<file path="src/rtl/vnp_pkg.sv">
// Shared types, constants and helper functions for the value noise palette pixel pipeline.
package vnp_pkg;

  localparam int VNP_WIDTH  = 64;
  localparam int VNP_HEIGHT = 16;

  localparam int CFG_INDEX_W = 3;
  localparam int CFG_DATA_W  = 32;

  localparam logic [CFG_INDEX_W-1:0] REG_SCALE          = 3'd0;
  localparam logic [CFG_INDEX_W-1:0] REG_X_OFFSET       = 3'd1;
  localparam logic [CFG_INDEX_W-1:0] REG_Y_OFFSET       = 3'd2;
  localparam logic [CFG_INDEX_W-1:0] REG_SEED           = 3'd3;
  localparam logic [CFG_INDEX_W-1:0] REG_PALETTE_SELECT = 3'd4;
  localparam logic [CFG_INDEX_W-1:0] REG_POST_MODE      = 3'd5;
  localparam logic [CFG_INDEX_W-1:0] REG_STRIPE_PHASE   = 3'd6;

  localparam logic [1:0] PALETTE_OCEAN   = 2'd0;
  localparam logic [1:0] PALETTE_PARTY   = 2'd1;
  localparam logic [1:0] PALETTE_RAINBOW = 2'd2;

  localparam logic [1:0] MODE_PLAIN  = 2'd0;
  localparam logic [1:0] MODE_STRIPE = 2'd1;
  localparam logic [1:0] MODE_ZEBRA  = 2'd2;

  localparam logic [31:0] PRIME_X = 32'd374761393;
  localparam logic [31:0] PRIME_Y = 32'd668265263;
  localparam logic [31:0] HASH_M1 = 32'h7feb352d;
  localparam logic [31:0] HASH_M2 = 32'h846ca68b;

  localparam logic [7:0] GREY_HIGH = 8'd220;
  localparam logic [7:0] GREY_LOW  = 8'd10;

  typedef struct packed {
    logic [7:0]  scale;
    logic [15:0] x_offset;
    logic [15:0] y_offset;
    logic [31:0] seed;
    logic [1:0]  palette_select;
    logic [1:0]  post_mode;
    logic [7:0]  stripe_phase;
  } cfg_t;

  localparam cfg_t CFG_RESET = '{
    scale:          8'd14,
    x_offset:       16'd0,
    y_offset:       16'd0,
    seed:           32'd0,
    palette_select: PALETTE_OCEAN,
    post_mode:      MODE_PLAIN,
    stripe_phase:   8'd0
  };

  typedef struct packed {
    logic [7:0] blue;
    logic [7:0] green;
    logic [7:0] red;
  } rgb_t;

  typedef struct packed {
    logic [3:0][31:0] h;
    logic [7:0]       fu;
    logic [7:0]       fv;
  } hash_t;

  typedef logic [255:0][7:0] smooth_tab_t;

  function automatic smooth_tab_t smooth_table();
    smooth_tab_t tab;
    for (int i = 0; i < 256; i++) begin
      tab[i] = 8'((i * i * (765 - 2 * i)) / 65025);
    end
    return tab;
  endfunction

  localparam smooth_tab_t SMOOTH_TAB = smooth_table();

  // a + (b - a) * t / 255, quotient truncated toward zero
  function automatic logic [7:0] blend8(input logic [7:0] a, input logic [7:0] b,
                                        input logic [7:0] t);
    logic signed [8:0] d;
    logic [7:0]        mag;
    logic [15:0]       p;
    logic [23:0]       s;
    logic [7:0]        q0;
    logic [15:0]       m255;
    logic [15:0]       rem;
    logic [7:0]        q;
    d    = $signed({1'b0, b}) - $signed({1'b0, a});
    mag  = d[8] ? 8'(-d) : d[7:0];
    p    = 16'(mag) * 16'(t);
    s    = {8'd0, p} + {p, 8'd0};
    q0   = s[23:16];
    m255 = {q0, 8'd0} - {8'd0, q0};
    rem  = p - m255;
    q    = (rem >= 16'd255) ? q0 + 8'd1 : q0;
    return d[8] ? a - q : a + q;
  endfunction

  function automatic rgb_t mk(input logic [7:0] r, input logic [7:0] g, input logic [7:0] b);
    return '{blue: b, green: g, red: r};
  endfunction

  function automatic rgb_t pal_lookup(input logic [1:0] sel, input logic [3:0] idx);
    rgb_t e;
    unique case (sel)
      PALETTE_PARTY: begin
        unique case (idx)
          4'd0:  e = mk(8'd255, 8'd0,   8'd0);
          4'd1:  e = mk(8'd255, 8'd64,  8'd0);
          4'd2:  e = mk(8'd255, 8'd128, 8'd0);
          4'd3:  e = mk(8'd255, 8'd255, 8'd0);
          4'd4:  e = mk(8'd128, 8'd255, 8'd0);
          4'd5:  e = mk(8'd0,   8'd255, 8'd0);
          4'd6:  e = mk(8'd0,   8'd255, 8'd128);
          4'd7:  e = mk(8'd0,   8'd255, 8'd255);
          4'd8:  e = mk(8'd0,   8'd128, 8'd255);
          4'd9:  e = mk(8'd0,   8'd0,   8'd255);
          4'd10: e = mk(8'd128, 8'd0,   8'd255);
          4'd11: e = mk(8'd255, 8'd0,   8'd255);
          4'd12: e = mk(8'd255, 8'd0,   8'd128);
          4'd13: e = mk(8'd255, 8'd0,   8'd64);
          4'd14: e = mk(8'd255, 8'd255, 8'd255);
          4'd15: e = mk(8'd0,   8'd0,   8'd0);
        endcase
      end
      PALETTE_RAINBOW: begin
        unique case (idx)
          4'd0:  e = mk(8'd255, 8'd0,   8'd0);
          4'd1:  e = mk(8'd255, 8'd64,  8'd0);
          4'd2:  e = mk(8'd255, 8'd128, 8'd0);
          4'd3:  e = mk(8'd255, 8'd192, 8'd0);
          4'd4:  e = mk(8'd255, 8'd255, 8'd0);
          4'd5:  e = mk(8'd128, 8'd255, 8'd0);
          4'd6:  e = mk(8'd0,   8'd255, 8'd0);
          4'd7:  e = mk(8'd0,   8'd255, 8'd128);
          4'd8:  e = mk(8'd0,   8'd255, 8'd255);
          4'd9:  e = mk(8'd0,   8'd128, 8'd255);
          4'd10: e = mk(8'd0,   8'd0,   8'd255);
          4'd11: e = mk(8'd128, 8'd0,   8'd255);
          4'd12: e = mk(8'd255, 8'd0,   8'd255);
          4'd13: e = mk(8'd255, 8'd0,   8'd128);
          4'd14: e = mk(8'd255, 8'd0,   8'd64);
          4'd15: e = mk(8'd255, 8'd0,   8'd0);
        endcase
      end
      default: begin
        unique case (idx)
          4'd0:  e = mk(8'd0,   8'd0,   8'd16);
          4'd1:  e = mk(8'd0,   8'd0,   8'd32);
          4'd2:  e = mk(8'd0,   8'd0,   8'd64);
          4'd3:  e = mk(8'd0,   8'd16,  8'd96);
          4'd4:  e = mk(8'd0,   8'd32,  8'd128);
          4'd5:  e = mk(8'd0,   8'd64,  8'd160);
          4'd6:  e = mk(8'd0,   8'd96,  8'd192);
          4'd7:  e = mk(8'd0,   8'd128, 8'd224);
          4'd8:  e = mk(8'd0,   8'd160, 8'd255);
          4'd9:  e = mk(8'd0,   8'd192, 8'd224);
          4'd10: e = mk(8'd0,   8'd224, 8'd192);
          4'd11: e = mk(8'd0,   8'd255, 8'd160);
          4'd12: e = mk(8'd32,  8'd255, 8'd192);
          4'd13: e = mk(8'd64,  8'd255, 8'd224);
          4'd14: e = mk(8'd128, 8'd255, 8'd255);
          4'd15: e = mk(8'd255, 8'd255, 8'd255);
        endcase
      end
    endcase
    return e;
  endfunction

endpackage

</file>
<file path="src/rtl/vnp_blend.sv">
// Bilinear blend of the four corner bytes into one noise byte, two register stages.
module vnp_blend import vnp_pkg::*; #(
  parameter int WIDTH = VNP_WIDTH,
  localparam int X_BITS = (WIDTH > 1) ? $clog2(WIDTH) : 1
) (
  input  logic              clk,
  input  logic              rst,
  input  logic              adv,
  input  logic              in_valid,
  input  logic [X_BITS-1:0] in_px,
  input  hash_t             in_hash,
  output logic              out_valid,
  output logic [X_BITS-1:0] out_px,
  output logic [7:0]        out_noise
);

  logic              vld4;
  logic [X_BITS-1:0] px4;
  logic [7:0]        top, bot, fv4;
  logic [3:0][7:0]   c;

  always_comb begin
    for (int k = 0; k < 4; k++) begin
      c[k] = in_hash.h[k][31:24];
    end
  end

  always_ff @(posedge clk) begin
    if (rst) begin
      vld4      <= 1'b0;
      out_valid <= 1'b0;
    end else if (adv) begin
      vld4      <= in_valid;
      out_valid <= vld4;
    end
  end

  always_ff @(posedge clk) begin
    if (adv) begin
      px4       <= in_px;
      top       <= blend8(c[0], c[1], in_hash.fu);
      bot       <= blend8(c[2], c[3], in_hash.fu);
      fv4       <= in_hash.fv;
      out_px    <= px4;
      out_noise <= blend8(top, bot, fv4);
    end
  end

endmodule

</file>
<file path="config.mk">
export PLATFORM = sky130hd
export DESIGN_NAME = vnp_blend
export DESIGN_NICKNAME = d
export VERILOG_FILES = /design/src/rtl/vnp_pkg.sv /design/src/rtl/vnp_blend.sv
export SDC_FILE = /design/constraint.sdc
export NUM_CORES = 1
export LEC_CHECK = 0
export BUFFER_PORTS_ARGS = -buffer_cell sky130_fd_sc_hd__buf_2
export CORE_AREA = 2 2 161 163
export DETAILED_ROUTE_END_ITERATION = 7
export DIE_AREA = 0 0 163 165
export PLACE_DENSITY = 0.83
export SLEW_MARGIN = 0
export SYNTH_ARGS = -nofsm -noshare
export SYNTH_HDL_FRONTEND = slang
export SYNTH_SLANG_ARGS = --single-unit
export TNS_END_PERCENT = 100
</file>
<file path="constraint.sdc">
create_clock -name clk -period 18.5 [get_ports clk]
set_input_delay 2.775 -clock clk [delete_from_list [all_inputs] [get_ports clk]]
set_output_delay 2.775 -clock clk [all_outputs]
set_load 0.005 [all_outputs]
</file>
==> impl_metrics.env <==
export IMPL_critPathMaxStageDelay_ns=0.55
export IMPL_layout_commonest_cell="inv_1"
export IMPL_routed_wl_mm=35.1
export IMPL_cts_htree_levels=2
export IMPL_crit_slowest_cell="fa_1"
export IMPL_cts_buffer_depth=2
export IMPL_worstHoldPathType="reg -> reg"
export IMPL_root_buffer="clkbuf_16"
export IMPL_drt_iter0_drc=837
export IMPL_ys_ff_latch=46
export IMPL_drt_pass1_iterations=7
export IMPL_syn_nets=2365
export IMPL_endpoint_kind="flop"
export IMPL_layout_nets=2413
export IMPL_hold_viol_final=0
export IMPL_synthFlopType="edfxtp_1"
export IMPL_routed_via_count=12991
export IMPL_grt_max_degree=47
export IMPL_finalCritPeriodShare=0.934
export IMPL_die_h_um=165
export IMPL_gp_congestion=0.897
export IMPL_crit_type="in -> reg"
export IMPL_drc=0
export IMPL_cp_arrival_ns=17.33
export IMPL_fp_dieW_um=163
export IMPL_track_usage=0.268
export IMPL_synthAdderAreaFrac=0.361
export IMPL_synthSimpleGateAreaFrac=0.187
export IMPL_rsz0062_at_grt="no"
export IMPL_insertion_delay_ns=0.30
export IMPL_fmax_mhz=57.9
export IMPL_vias_per_cell=5.87
export IMPL_ys_async_sr_fraction=0
export IMPL_critical_path_max_fanout=16
export IMPL_antenna_found_initial=1
export IMPL_n_fill_cell=2102
export IMPL_dp_cells=2204
export IMPL_seq_area_frac_synth=0.0881
export IMPL_status="finished clean"
export IMPL_die_area_mm2=0.0269
export IMPL_synth_area_per_cell_um2=8.43
export IMPL_drive_above_1_share=0.0643
export IMPL_finClkSkew_ns=0.00598
export IMPL_syn_area_mm2=0.0155
export IMPL_layoutNonFillerInstCount=2213
export IMPL_synth_xor_area_share=0.107
export IMPL_avgRoutedWirePerCell_um=15.8
export IMPL_syn_to_final_growth_pct=5.26
export IMPL_synth_top_family_by_area="adder cells"
export IMPL_layout_common_cells="inv_1, ha_1, nor2b_1"
export IMPL_setup_viol=0
export IMPL_io_pins=169
export IMPL_maxSlewViolCount=0
export IMPL_tightestPinTransition_ns=1.12
export IMPL_postSynthCellCount=1833
export IMPL_cts_tree="built"
export IMPL_maxCapViolCount=0
export IMPL_start_util=0.617
export IMPL_grt_pass1_vias=13018
export IMPL_slew_headroom=0.244
export IMPL_synth_compound_area_frac=0.161
export IMPL_overflow=0
export IMPL_cp_data_required_time_ns=18.55
export IMPL_grt_pass1_wl_mm=59.6
export IMPL_numCtsBuffers=5
export IMPL_hold_buffers=0
export IMPL_coreArea_mm2=0.0250
export IMPL_synth_cell_types=101
export IMPL_cts_sinks=46
export IMPL_synth_edff_count=44
export IMPL_yosys_warnings=0
export IMPL_fin_crit_ns=17.28
export IMPL_cts_clk_slew_worst_paths_ns=0.07
export IMPL_row_count=58
export IMPL_cp_start_kind="input port"
export IMPL_crit_path_frequent_cell="ha_1"
export IMPL_muxShareOfSynthArea=0.0123
export IMPL_final_setup_tns_ns=0
export IMPL_ant_nets=0
export IMPL_dp_hpwl_mm=29.0
export IMPL_port_buffers=72
==> cells in the mapped netlist, drive strengths merged, types with 15 or more instances <==
cell type / n / area (µm²)
a211oi: 17 / 155
nor3: 22 / 110
nand2: 79 / 297
nor2b: 128 / 803
nor2: 67 / 251
and2: 73 / 458
nand2b: 35 / 219
edfxtp: 44 / 1320
xor2: 58 / 508
clkbuf: 27 / 101
xnor2: 119 / 1060
nand3: 30 / 150
o31ai: 16 / 120
inv: 288 / 1080
o21ai: 63 / 319
o21bai: 16 / 120
ha: 264 / 3300
a21o: 28 / 210
a21oi: 104 / 524
and3: 15 / 93.8
o21a: 16 / 121
fa: 114 / 2280
==> flip-flops by register name, indices dropped and copies added (netlist names) <==
signal	count
fv4	8
bot	8
px4	6
vld4	1
top	8
out_px	6
out_noise	8
out_valid	1
==> worst paths after layout <==
| path | start | end | slack, ns | depth (start not counted) |
|---|---|---|---|---|
| worst min-delay path | px4[4] | out_px[4] | 0.42 | 0 |
| worst max-delay path | in_hash[136] | bot[7] | 1.22 | 60 |
| worst min register to register | px4[4] | out_px[4] | 0.42 | 0 |
| worst max register to register | top[2] | out_noise[7] | 3.20 | 63 |
==> per-layer routing <==
layer | GRT usage | vias up | routed length (µm) | part of all wire
met5 | 0 | - | 0 | 0
met4 | 0.0869 | 0 | 994 | 0.028
met3 | 0.0261 | 79 | 1440 | 0.041
met2 | 0.490 | 316 | 17600 | 0.50
met1 | 0.331 | 6257 | 15000 | 0.43
li1 | - | 6339 | - | -
==> worst max-delay path, delay by kind of cell <==
family | cells | cell delay [ns]
compound gates | 22 | 5.32
fa+ha+maj | 13 | 4.89
simple gates | 10 | 1.92
xor+xnor | 6 | 1.40
buf+inv | 7 | 0.58
mux | 2 | 0.44
==> cells by family after synthesis <==
| family | after synthesis |
|---|---|
| AND/OR/NAND/NOR | 517 |
| adder cells (fa/ha/maj) | 378 |
| AO/OA/AOI/OAI | 365 |
| buffers and inverters | 328 |
| XOR/XNOR | 181 |
| flip-flops | 46 |
| multiplexers | 18 |
==> per-stage QoR <==
stage	setup WS [ns]	util	hold slack (ns)	cell area, µm²
2_1_floorplan	2.98	-	0.400	15500
3_3_place_gp	1.12	0.643	0.401	16100
3_5_place_dp	0.753	0.643	0.405	16100
4_1_cts	1.06	0.650	0.422	16300
5_1_grt	0.242	0.650	0.424	16300
6_report	1.22	0.650	0.422	16300
==> final cells by class <==
| cell class | count | area, µm² | share of cell area |
|---|---|---|---|
| Antenna cell | 1 | 2.50 | 0.000154 |
| Multi-Input combinational cell | 1459 | 12800 | 0.788 |
| Timing Repair Buffer | 81 | 428 | 0.0263 |
| Inverter | 288 | 1080 | 0.0664 |
| Tap cell | 330 | 413 | 0.0254 |
| Clock buffer | 6 | 129 | 0.00792 |
| Sequential cell | 46 | 1360 | 0.0837 |
| Clock inverter | 2 | 37.5 | 0.00231 |
==> what timing repair did <==
action	CTS	global route
gates resized for setup	0	1
buffers inserted	0	0
setup endpoints to repair	0	1
Power is not shown: default switching activity piles up to over one toggle a cycle in this logic, so the estimate is an artifact.
