==> config.mk <==
export PLATFORM = sky130hd
export DESIGN_NAME = vnp_color
export DESIGN_NICKNAME = d
export VERILOG_FILES = /design/src/rtl/vnp_pkg.sv /design/src/rtl/vnp_color.sv
export SDC_FILE = /design/constraint.sdc
export NUM_CORES = 1
export LEC_CHECK = 0
export ABC_AREA = 1
export BUFFER_PORTS_ARGS = -buffer_cell sky130_fd_sc_hd__buf_2
export CAP_MARGIN = 0
export CORE_MARGIN = 2
export CORE_UTILIZATION = 30
export CTS_BUF_LIST = sky130_fd_sc_hd__clkbuf_4
export CTS_CLUSTER_DIAMETER = 200
export DETAILED_ROUTE_END_ITERATION = 7
export GPL_TIMING_DRIVEN = 0
export HOLD_SLACK_MARGIN = 0.06
export SETUP_SLACK_MARGIN = 0.2
export SLEW_MARGIN = 15
export SYNTH_ARGS = -nofsm -noshare
export SYNTH_HDL_FRONTEND = slang
export SYNTH_SLANG_ARGS = --single-unit
==> constraint.sdc <==
create_clock -name clk -period 16 [get_ports clk]
set_input_delay 1.6 -clock clk [delete_from_list [all_inputs] [get_ports clk]]
set_output_delay 1.6 -clock clk [all_outputs]
set_load 0.02 [all_outputs]
==> src/rtl/vnp_pkg.sv <==
// Shared types, constants and helper functions for the value noise palette pixel pipeline.
package vnp_pkg;

  localparam int VNP_WIDTH  = 64;
  localparam int VNP_HEIGHT = 16;

  localparam int CFG_INDEX_W = 3;
  localparam int CFG_DATA_W  = 32;

  localparam logic [CFG_INDEX_W-1:0] REG_SCALE          = 3'd0;
  localparam logic [CFG_INDEX_W-1:0] REG_X_OFFSET       = 3'd1;
  localparam logic [CFG_INDEX_W-1:0] REG_Y_OFFSET       = 3'd2;
  localparam logic [CFG_INDEX_W-1:0] REG_SEED           = 3'd3;
  localparam logic [CFG_INDEX_W-1:0] REG_PALETTE_SELECT = 3'd4;
  localparam logic [CFG_INDEX_W-1:0] REG_POST_MODE      = 3'd5;
  localparam logic [CFG_INDEX_W-1:0] REG_STRIPE_PHASE   = 3'd6;

  localparam logic [1:0] PALETTE_OCEAN   = 2'd0;
  localparam logic [1:0] PALETTE_PARTY   = 2'd1;
  localparam logic [1:0] PALETTE_RAINBOW = 2'd2;

  localparam logic [1:0] MODE_PLAIN  = 2'd0;
  localparam logic [1:0] MODE_STRIPE = 2'd1;
  localparam logic [1:0] MODE_ZEBRA  = 2'd2;

  localparam logic [31:0] PRIME_X = 32'd374761393;
  localparam logic [31:0] PRIME_Y = 32'd668265263;
  localparam logic [31:0] HASH_M1 = 32'h7feb352d;
  localparam logic [31:0] HASH_M2 = 32'h846ca68b;

  localparam logic [7:0] GREY_HIGH = 8'd220;
  localparam logic [7:0] GREY_LOW  = 8'd10;

  typedef struct packed {
    logic [7:0]  scale;
    logic [15:0] x_offset;
    logic [15:0] y_offset;
    logic [31:0] seed;
    logic [1:0]  palette_select;
    logic [1:0]  post_mode;
    logic [7:0]  stripe_phase;
  } cfg_t;

  localparam cfg_t CFG_RESET = '{
    scale:          8'd14,
    x_offset:       16'd0,
    y_offset:       16'd0,
    seed:           32'd0,
    palette_select: PALETTE_OCEAN,
    post_mode:      MODE_PLAIN,
    stripe_phase:   8'd0
  };

  typedef struct packed {
    logic [7:0] blue;
    logic [7:0] green;
    logic [7:0] red;
  } rgb_t;

  typedef struct packed {
    logic [3:0][31:0] h;
    logic [7:0]       fu;
    logic [7:0]       fv;
  } hash_t;

  typedef logic [255:0][7:0] smooth_tab_t;

  function automatic smooth_tab_t smooth_table();
    smooth_tab_t tab;
    for (int i = 0; i < 256; i++) begin
      tab[i] = 8'((i * i * (765 - 2 * i)) / 65025);
    end
    return tab;
  endfunction

  localparam smooth_tab_t SMOOTH_TAB = smooth_table();

  // a + (b - a) * t / 255, quotient truncated toward zero
  function automatic logic [7:0] blend8(input logic [7:0] a, input logic [7:0] b,
                                        input logic [7:0] t);
    logic signed [8:0] d;
    logic [7:0]        mag;
    logic [15:0]       p;
    logic [23:0]       s;
    logic [7:0]        q0;
    logic [15:0]       m255;
    logic [15:0]       rem;
    logic [7:0]        q;
    d    = $signed({1'b0, b}) - $signed({1'b0, a});
    mag  = d[8] ? 8'(-d) : d[7:0];
    p    = 16'(mag) * 16'(t);
    s    = {8'd0, p} + {p, 8'd0};
    q0   = s[23:16];
    m255 = {q0, 8'd0} - {8'd0, q0};
    rem  = p - m255;
    q    = (rem >= 16'd255) ? q0 + 8'd1 : q0;
    return d[8] ? a - q : a + q;
  endfunction

  function automatic rgb_t mk(input logic [7:0] r, input logic [7:0] g, input logic [7:0] b);
    return '{blue: b, green: g, red: r};
  endfunction

  function automatic rgb_t pal_lookup(input logic [1:0] sel, input logic [3:0] idx);
    rgb_t e;
    unique case (sel)
      PALETTE_PARTY: begin
        unique case (idx)
          4'd0:  e = mk(8'd255, 8'd0,   8'd0);
          4'd1:  e = mk(8'd255, 8'd64,  8'd0);
          4'd2:  e = mk(8'd255, 8'd128, 8'd0);
          4'd3:  e = mk(8'd255, 8'd255, 8'd0);
          4'd4:  e = mk(8'd128, 8'd255, 8'd0);
          4'd5:  e = mk(8'd0,   8'd255, 8'd0);
          4'd6:  e = mk(8'd0,   8'd255, 8'd128);
          4'd7:  e = mk(8'd0,   8'd255, 8'd255);
          4'd8:  e = mk(8'd0,   8'd128, 8'd255);
          4'd9:  e = mk(8'd0,   8'd0,   8'd255);
          4'd10: e = mk(8'd128, 8'd0,   8'd255);
          4'd11: e = mk(8'd255, 8'd0,   8'd255);
          4'd12: e = mk(8'd255, 8'd0,   8'd128);
          4'd13: e = mk(8'd255, 8'd0,   8'd64);
          4'd14: e = mk(8'd255, 8'd255, 8'd255);
          4'd15: e = mk(8'd0,   8'd0,   8'd0);
        endcase
      end
      PALETTE_RAINBOW: begin
        unique case (idx)
          4'd0:  e = mk(8'd255, 8'd0,   8'd0);
          4'd1:  e = mk(8'd255, 8'd64,  8'd0);
          4'd2:  e = mk(8'd255, 8'd128, 8'd0);
          4'd3:  e = mk(8'd255, 8'd192, 8'd0);
          4'd4:  e = mk(8'd255, 8'd255, 8'd0);
          4'd5:  e = mk(8'd128, 8'd255, 8'd0);
          4'd6:  e = mk(8'd0,   8'd255, 8'd0);
          4'd7:  e = mk(8'd0,   8'd255, 8'd128);
          4'd8:  e = mk(8'd0,   8'd255, 8'd255);
          4'd9:  e = mk(8'd0,   8'd128, 8'd255);
          4'd10: e = mk(8'd0,   8'd0,   8'd255);
          4'd11: e = mk(8'd128, 8'd0,   8'd255);
          4'd12: e = mk(8'd255, 8'd0,   8'd255);
          4'd13: e = mk(8'd255, 8'd0,   8'd128);
          4'd14: e = mk(8'd255, 8'd0,   8'd64);
          4'd15: e = mk(8'd255, 8'd0,   8'd0);
        endcase
      end
      default: begin
        unique case (idx)
          4'd0:  e = mk(8'd0,   8'd0,   8'd16);
          4'd1:  e = mk(8'd0,   8'd0,   8'd32);
          4'd2:  e = mk(8'd0,   8'd0,   8'd64);
          4'd3:  e = mk(8'd0,   8'd16,  8'd96);
          4'd4:  e = mk(8'd0,   8'd32,  8'd128);
          4'd5:  e = mk(8'd0,   8'd64,  8'd160);
          4'd6:  e = mk(8'd0,   8'd96,  8'd192);
          4'd7:  e = mk(8'd0,   8'd128, 8'd224);
          4'd8:  e = mk(8'd0,   8'd160, 8'd255);
          4'd9:  e = mk(8'd0,   8'd192, 8'd224);
          4'd10: e = mk(8'd0,   8'd224, 8'd192);
          4'd11: e = mk(8'd0,   8'd255, 8'd160);
          4'd12: e = mk(8'd32,  8'd255, 8'd192);
          4'd13: e = mk(8'd64,  8'd255, 8'd224);
          4'd14: e = mk(8'd128, 8'd255, 8'd255);
          4'd15: e = mk(8'd255, 8'd255, 8'd255);
        endcase
      end
    endcase
    return e;
  endfunction

endpackage

==> src/rtl/vnp_color.sv <==
// Post mode, palette lookup and color interpolation (or a flat grey in zebra mode), two register stages.
module vnp_color import vnp_pkg::*; #(
  parameter int WIDTH = VNP_WIDTH,
  localparam int X_BITS = (WIDTH > 1) ? $clog2(WIDTH) : 1
) (
  input  logic              clk,
  input  logic              rst,
  input  logic              adv,
  input  cfg_t              cfg,
  input  logic              in_valid,
  input  logic [X_BITS-1:0] in_px,
  input  logic [7:0]        in_noise,
  output logic              out_valid,
  output rgb_t              out_rgb
);

  logic       vld6;
  logic       grey, grey_hi, grey_q;
  logic [7:0] idx, zg, w;
  logic [7:0] px32, px24;
  rgb_t       ea, eb;

  always_comb begin
    px32    = 8'({16'(in_px), 5'd0});
    px24    = 8'({16'(in_px), 4'd0}) + 8'({16'(in_px), 3'd0});
    zg      = in_noise + px24;
    idx     = (cfg.post_mode == MODE_STRIPE) ? in_noise + px32 + cfg.stripe_phase : in_noise;
    grey    = (cfg.post_mode == MODE_ZEBRA);
    grey_hi = zg[7];
  end

  always_ff @(posedge clk) begin
    if (rst) begin
      vld6      <= 1'b0;
      out_valid <= 1'b0;
    end else if (adv) begin
      vld6      <= in_valid;
      out_valid <= vld6;
    end
  end

  always_ff @(posedge clk) begin
    if (adv) begin
      ea      <= pal_lookup(cfg.palette_select, idx[7:4]);
      eb      <= pal_lookup(cfg.palette_select, idx[7:4] + 4'd1);
      w       <= grey ? (grey_hi ? GREY_HIGH : GREY_LOW) : {idx[3:0], idx[3:0]};
      grey_q  <= grey;
      if (grey_q) begin
        out_rgb <= '{blue: w, green: w, red: w};
      end else begin
        out_rgb.red   <= blend8(ea.red,   eb.red,   w);
        out_rgb.green <= blend8(ea.green, eb.green, w);
        out_rgb.blue  <= blend8(ea.blue,  eb.blue,  w);
      end
    end
  end

  property p_grey_out;
    @(posedge clk) disable iff (rst)
      $past(adv) && $past(vld6) && $past(grey_q) |->
        out_valid && out_rgb.red == out_rgb.green && out_rgb.green == out_rgb.blue &&
        (out_rgb.red == GREY_HIGH || out_rgb.red == GREY_LOW);
  endproperty
  a_grey_out: assert property (p_grey_out) else $error("zebra pixel is not a valid grey");

endmodule
==> metrics.log <==
INFO  metric worst_r2r_path_depth = 78
INFO  metric clock-sinks = 62
INFO  metric cts_root_buffer = clkbuf_4
INFO  metric dieArea = about 60000 um2
INFO  metric r2r_setup_slack = approximately 2.3 ns
INFO  metric worst-slew-pin-transition = roughly 0.93 ns
INFO  metric crit_path_end_kind = flop
INFO  metric gpl.final_weighted_congestion = ~0.94
INFO  metric final_layout_size_suffix_gt1_share = under 10%
INFO  metric timing.max_cap.violations = 0
INFO  metric groute.usage.overall = between 10% and 20%
INFO  metric layout.cells.most_common = inv_1
INFO  metric tritoncts = done
INFO  metric final_cell_mix = 508 x inv_1, 482 x nand2_1, 298 x nor2_1
INFO  metric worst_clock_skew = approximately 0.028 ns
INFO  metric grt_pass1_vias = about 14000
INFO  metric worstReg2RegEnd = out_rgb[7]
INFO  metric worstSetupPathType = flop to flop
INFO  metric hpwl = roughly 37000 um
INFO  metric cp.arrival = 13.88 ns
INFO  metric drc_errors_left = 0
INFO  metric clock_tree.buffer_depth = 2
INFO  metric post_synth_and_or_nand_nor_area_fraction = 27.8%
INFO  metric pin_count_of_the_biggest_net_entering_global_routing = 61
INFO  metric synthesis.area = between 15000 and 20000 um2
INFO  metric synth_nets = 3000
INFO  metric period_share = 85.3%
INFO  metric core_area = 57500 um2
INFO  metric max_freq = ~73 MHz
INFO  metric synth_top_cells_by_area = ha_1 21%, fa_1 13%, inv_1 11%
INFO  metric setup_viol = 0
INFO  metric grt_antenna_before_repair = 3
INFO  metric worst_hold_path.num_cells = 2
INFO  metric timing.hold.worst_endpoint = vld6
INFO  metric start_util = around 30%
INFO  metric cell_with_the_largest_stage_delay_on_the_worst_path = nor2_1
INFO  metric dr.pass1.iters = 6
INFO  metric grt_overflow_total = 0
INFO  metric max_stage_delay = between 0.6 and 0.7 ns
INFO  metric nFillCells = around 6400
INFO  metric portBuffers = 53
INFO  metric outcome = finished, final reports clean
INFO  metric postSynthRegisterBits = 62
INFO  metric via_count = between 15000 and 20000
INFO  metric clk_latency = about 0.46 ns
INFO  metric critical-path-top-cell-by-count = nand2_1
INFO  metric main_combinational_cell_family_by_area_after_synthesis = adder cells
INFO  metric worst_r2r_startpoint = ea[4]
INFO  metric area_growth_syn_to_layout = 7.90%
INFO  metric period_minus_slack = 13.65 ns
INFO  metric synth-seq-area-share = between 10% and 20%
INFO  metric synthXorXnorAreaFrac = approximately 6.7%
INFO  metric fin_nets = approximately 3100
INFO  metric relSlewSlack = between 30% and 40%
INFO  metric htree_levels = 3
INFO  metric totalWireLength = 43400 um
INFO  metric cts_made_buffers = 9
INFO  metric worstPathRequired = about 16 ns
INFO  metric fp.dieH = ~240 um
INFO  metric synth_cell_type_count = between 50 and 60
INFO  metric synth-compound-area-share = ~9.0%
INFO  metric synth_fa_ha_area_share = roughly 34%
INFO  metric post_synthesis_mean_instance_area = between 6 and 7 um2
INFO  metric fp-row-count = 88
INFO  metric postCtsHoldBufs = 0
INFO  metric postCtsSetupRepairBufs = 0
INFO  metric routedWlPerCell = about 13 um
INFO  metric post_cts.resized_instances = 0
INFO  metric muxShareOfSynthArea = 0%
INFO  metric min-delay-start = vld6
INFO  metric whs = between 0.4 and 0.5 ns
INFO  metric design.portCount = approximately 130
INFO  metric floorplan.die.width = 244 um
INFO  metric critPathLaunchType = flop
INFO  metric clkSlewWorstSetupHoldPaths = around 0.14 ns
INFO  metric postRouteAntennaNets = 0
INFO  metric synth.top_cell.area_share = around a fifth
INFO  metric yosys.area.top_type = ha_1
INFO  metric wire_length_of_the_first_global_routing_pass = between 70000 and 80000 um
INFO  metric finalHoldViolations = 0
INFO  metric vias_per_cell = 4.63
INFO  metric crit_fanout = 10
INFO  metric rsz_0062_raised_after_global_routing = false
INFO  metric timing_max_transition_violations_final = 0
INFO  metric timing.hold.worst.class = flop to flop
INFO  metric syn_inst = 2498
INFO  metric total_neg_setup_slack = 0 ns
INFO  metric dr.first_iter.drc_count = slightly above 900
INFO  metric synth_warnings = 0
-- through the flow --
step                      std cells  setup WS (ns)  cell area, um2  utilization (%)
after floorplan                2498           4.30           17300                -
after global placement         3316           2.38           18600             32.3
after detailed placement       3317           2.36           18600             32.4
after CTS                      3333           2.34           18700             32.6
after global routing           3334           1.06           18700             32.6
final                          3334           2.35           18700             32.6
-- Yosys cell counts (all sizes together) --
cell,count
a31oi,11
o41ai,2
a21oi,111
inv,514
nand3b,11
o211ai,7
o21a,1
a41oi,1
dfxtp,2
nand2,531
fa,115
nor2,313
a22oi,2
a211o,1
and2,4
ha,285
buf,6
a31o,2
nand4,43
xor2,82
o21bai,6
clkbuf,22
nor4,1
nand3,150
a211oi,4
or2,16
and3,2
nor3,21
o21ai,86
a21boi,3
clkinv,6
o31ai,17
a32o,1
o221ai,1
a21o,8
xnor2,44
o22ai,5
edfxtp,60
nor3b,1
-- cell type report --
| class | count | area [um2] | share of cell area (%) |
|---|---|---|---|
| inverters | 520 | 1950 | 10.4 |
| well taps | 765 | 957 | 5.12 |
| clock buffers | 9 | 67.6 | 0.361 |
| flip-flops and latches | 62 | 1840 | 9.84 |
| plain buffers | 28 | 134 | 0.715 |
| clock inverters | 7 | 47.5 | 0.254 |
| multi-input cells | 1888 | 13400 | 71.7 |
| repair buffers | 54 | 295 | 1.58 |
| diodes | 1 | 2.50 | 0.0134 |
-- per-layer routing --
layer | part of all wire [%] | vias to the layer above | global-route usage [%]
li1 | - | 8075 | -
met1 | 49 | 7034 | 20.2
met5 | 0 | - | 0
met4 | 0.99 | 0 | 1.97
met3 | 3.7 | 33 | 1.43
met2 | 46 | 307 | 25.1
-- cell families after synthesis --
kind of cell,Yosys count
adders and majority gates,400
DFF,62
buffers and inverters,548
xor gates and xnor gates,126
and+or+nand+nor,1093
AOI/OAI and AO/OA,269
-- how the worst max path moves through the flow --
stage               start          to  slack (ns)  depth (start not counted)
global route        ea[4]  out_rgb[7]        1.06                         79
floorplan           ea[4]  out_rgb[7]        4.30                         78
CTS                 ea[4]  out_rgb[7]        2.34                         78
global placement    ea[4]  out_rgb[7]        2.38                         77
finish              ea[4]  out_rgb[7]        2.35                         78
detailed placement  ea[4]  out_rgb[7]        2.36                         78
-- registers in the layout (all words and copies together), names as in the netlist --
register   cells
eb            14
w              7
out_valid      1
ea            14
grey_q         1
out_rgb       24
vld6           1
-- critical path, delay by kind of cell (launching register included) --
kind                     cells  cell delay, ns
adder cells (fa/ha/maj)     12            4.72
AND/OR/NAND/NOR             35            3.77
AO/OA/AOI/OAI               14            2.50
buffers and inverters       14            1.21
XOR/XNOR                     3            0.67
flip-flops                   1            0.56
Power is left out: the tool's default activity adds up to more than one toggle a clock period on the data nets, which glitch-free logic cannot reach.
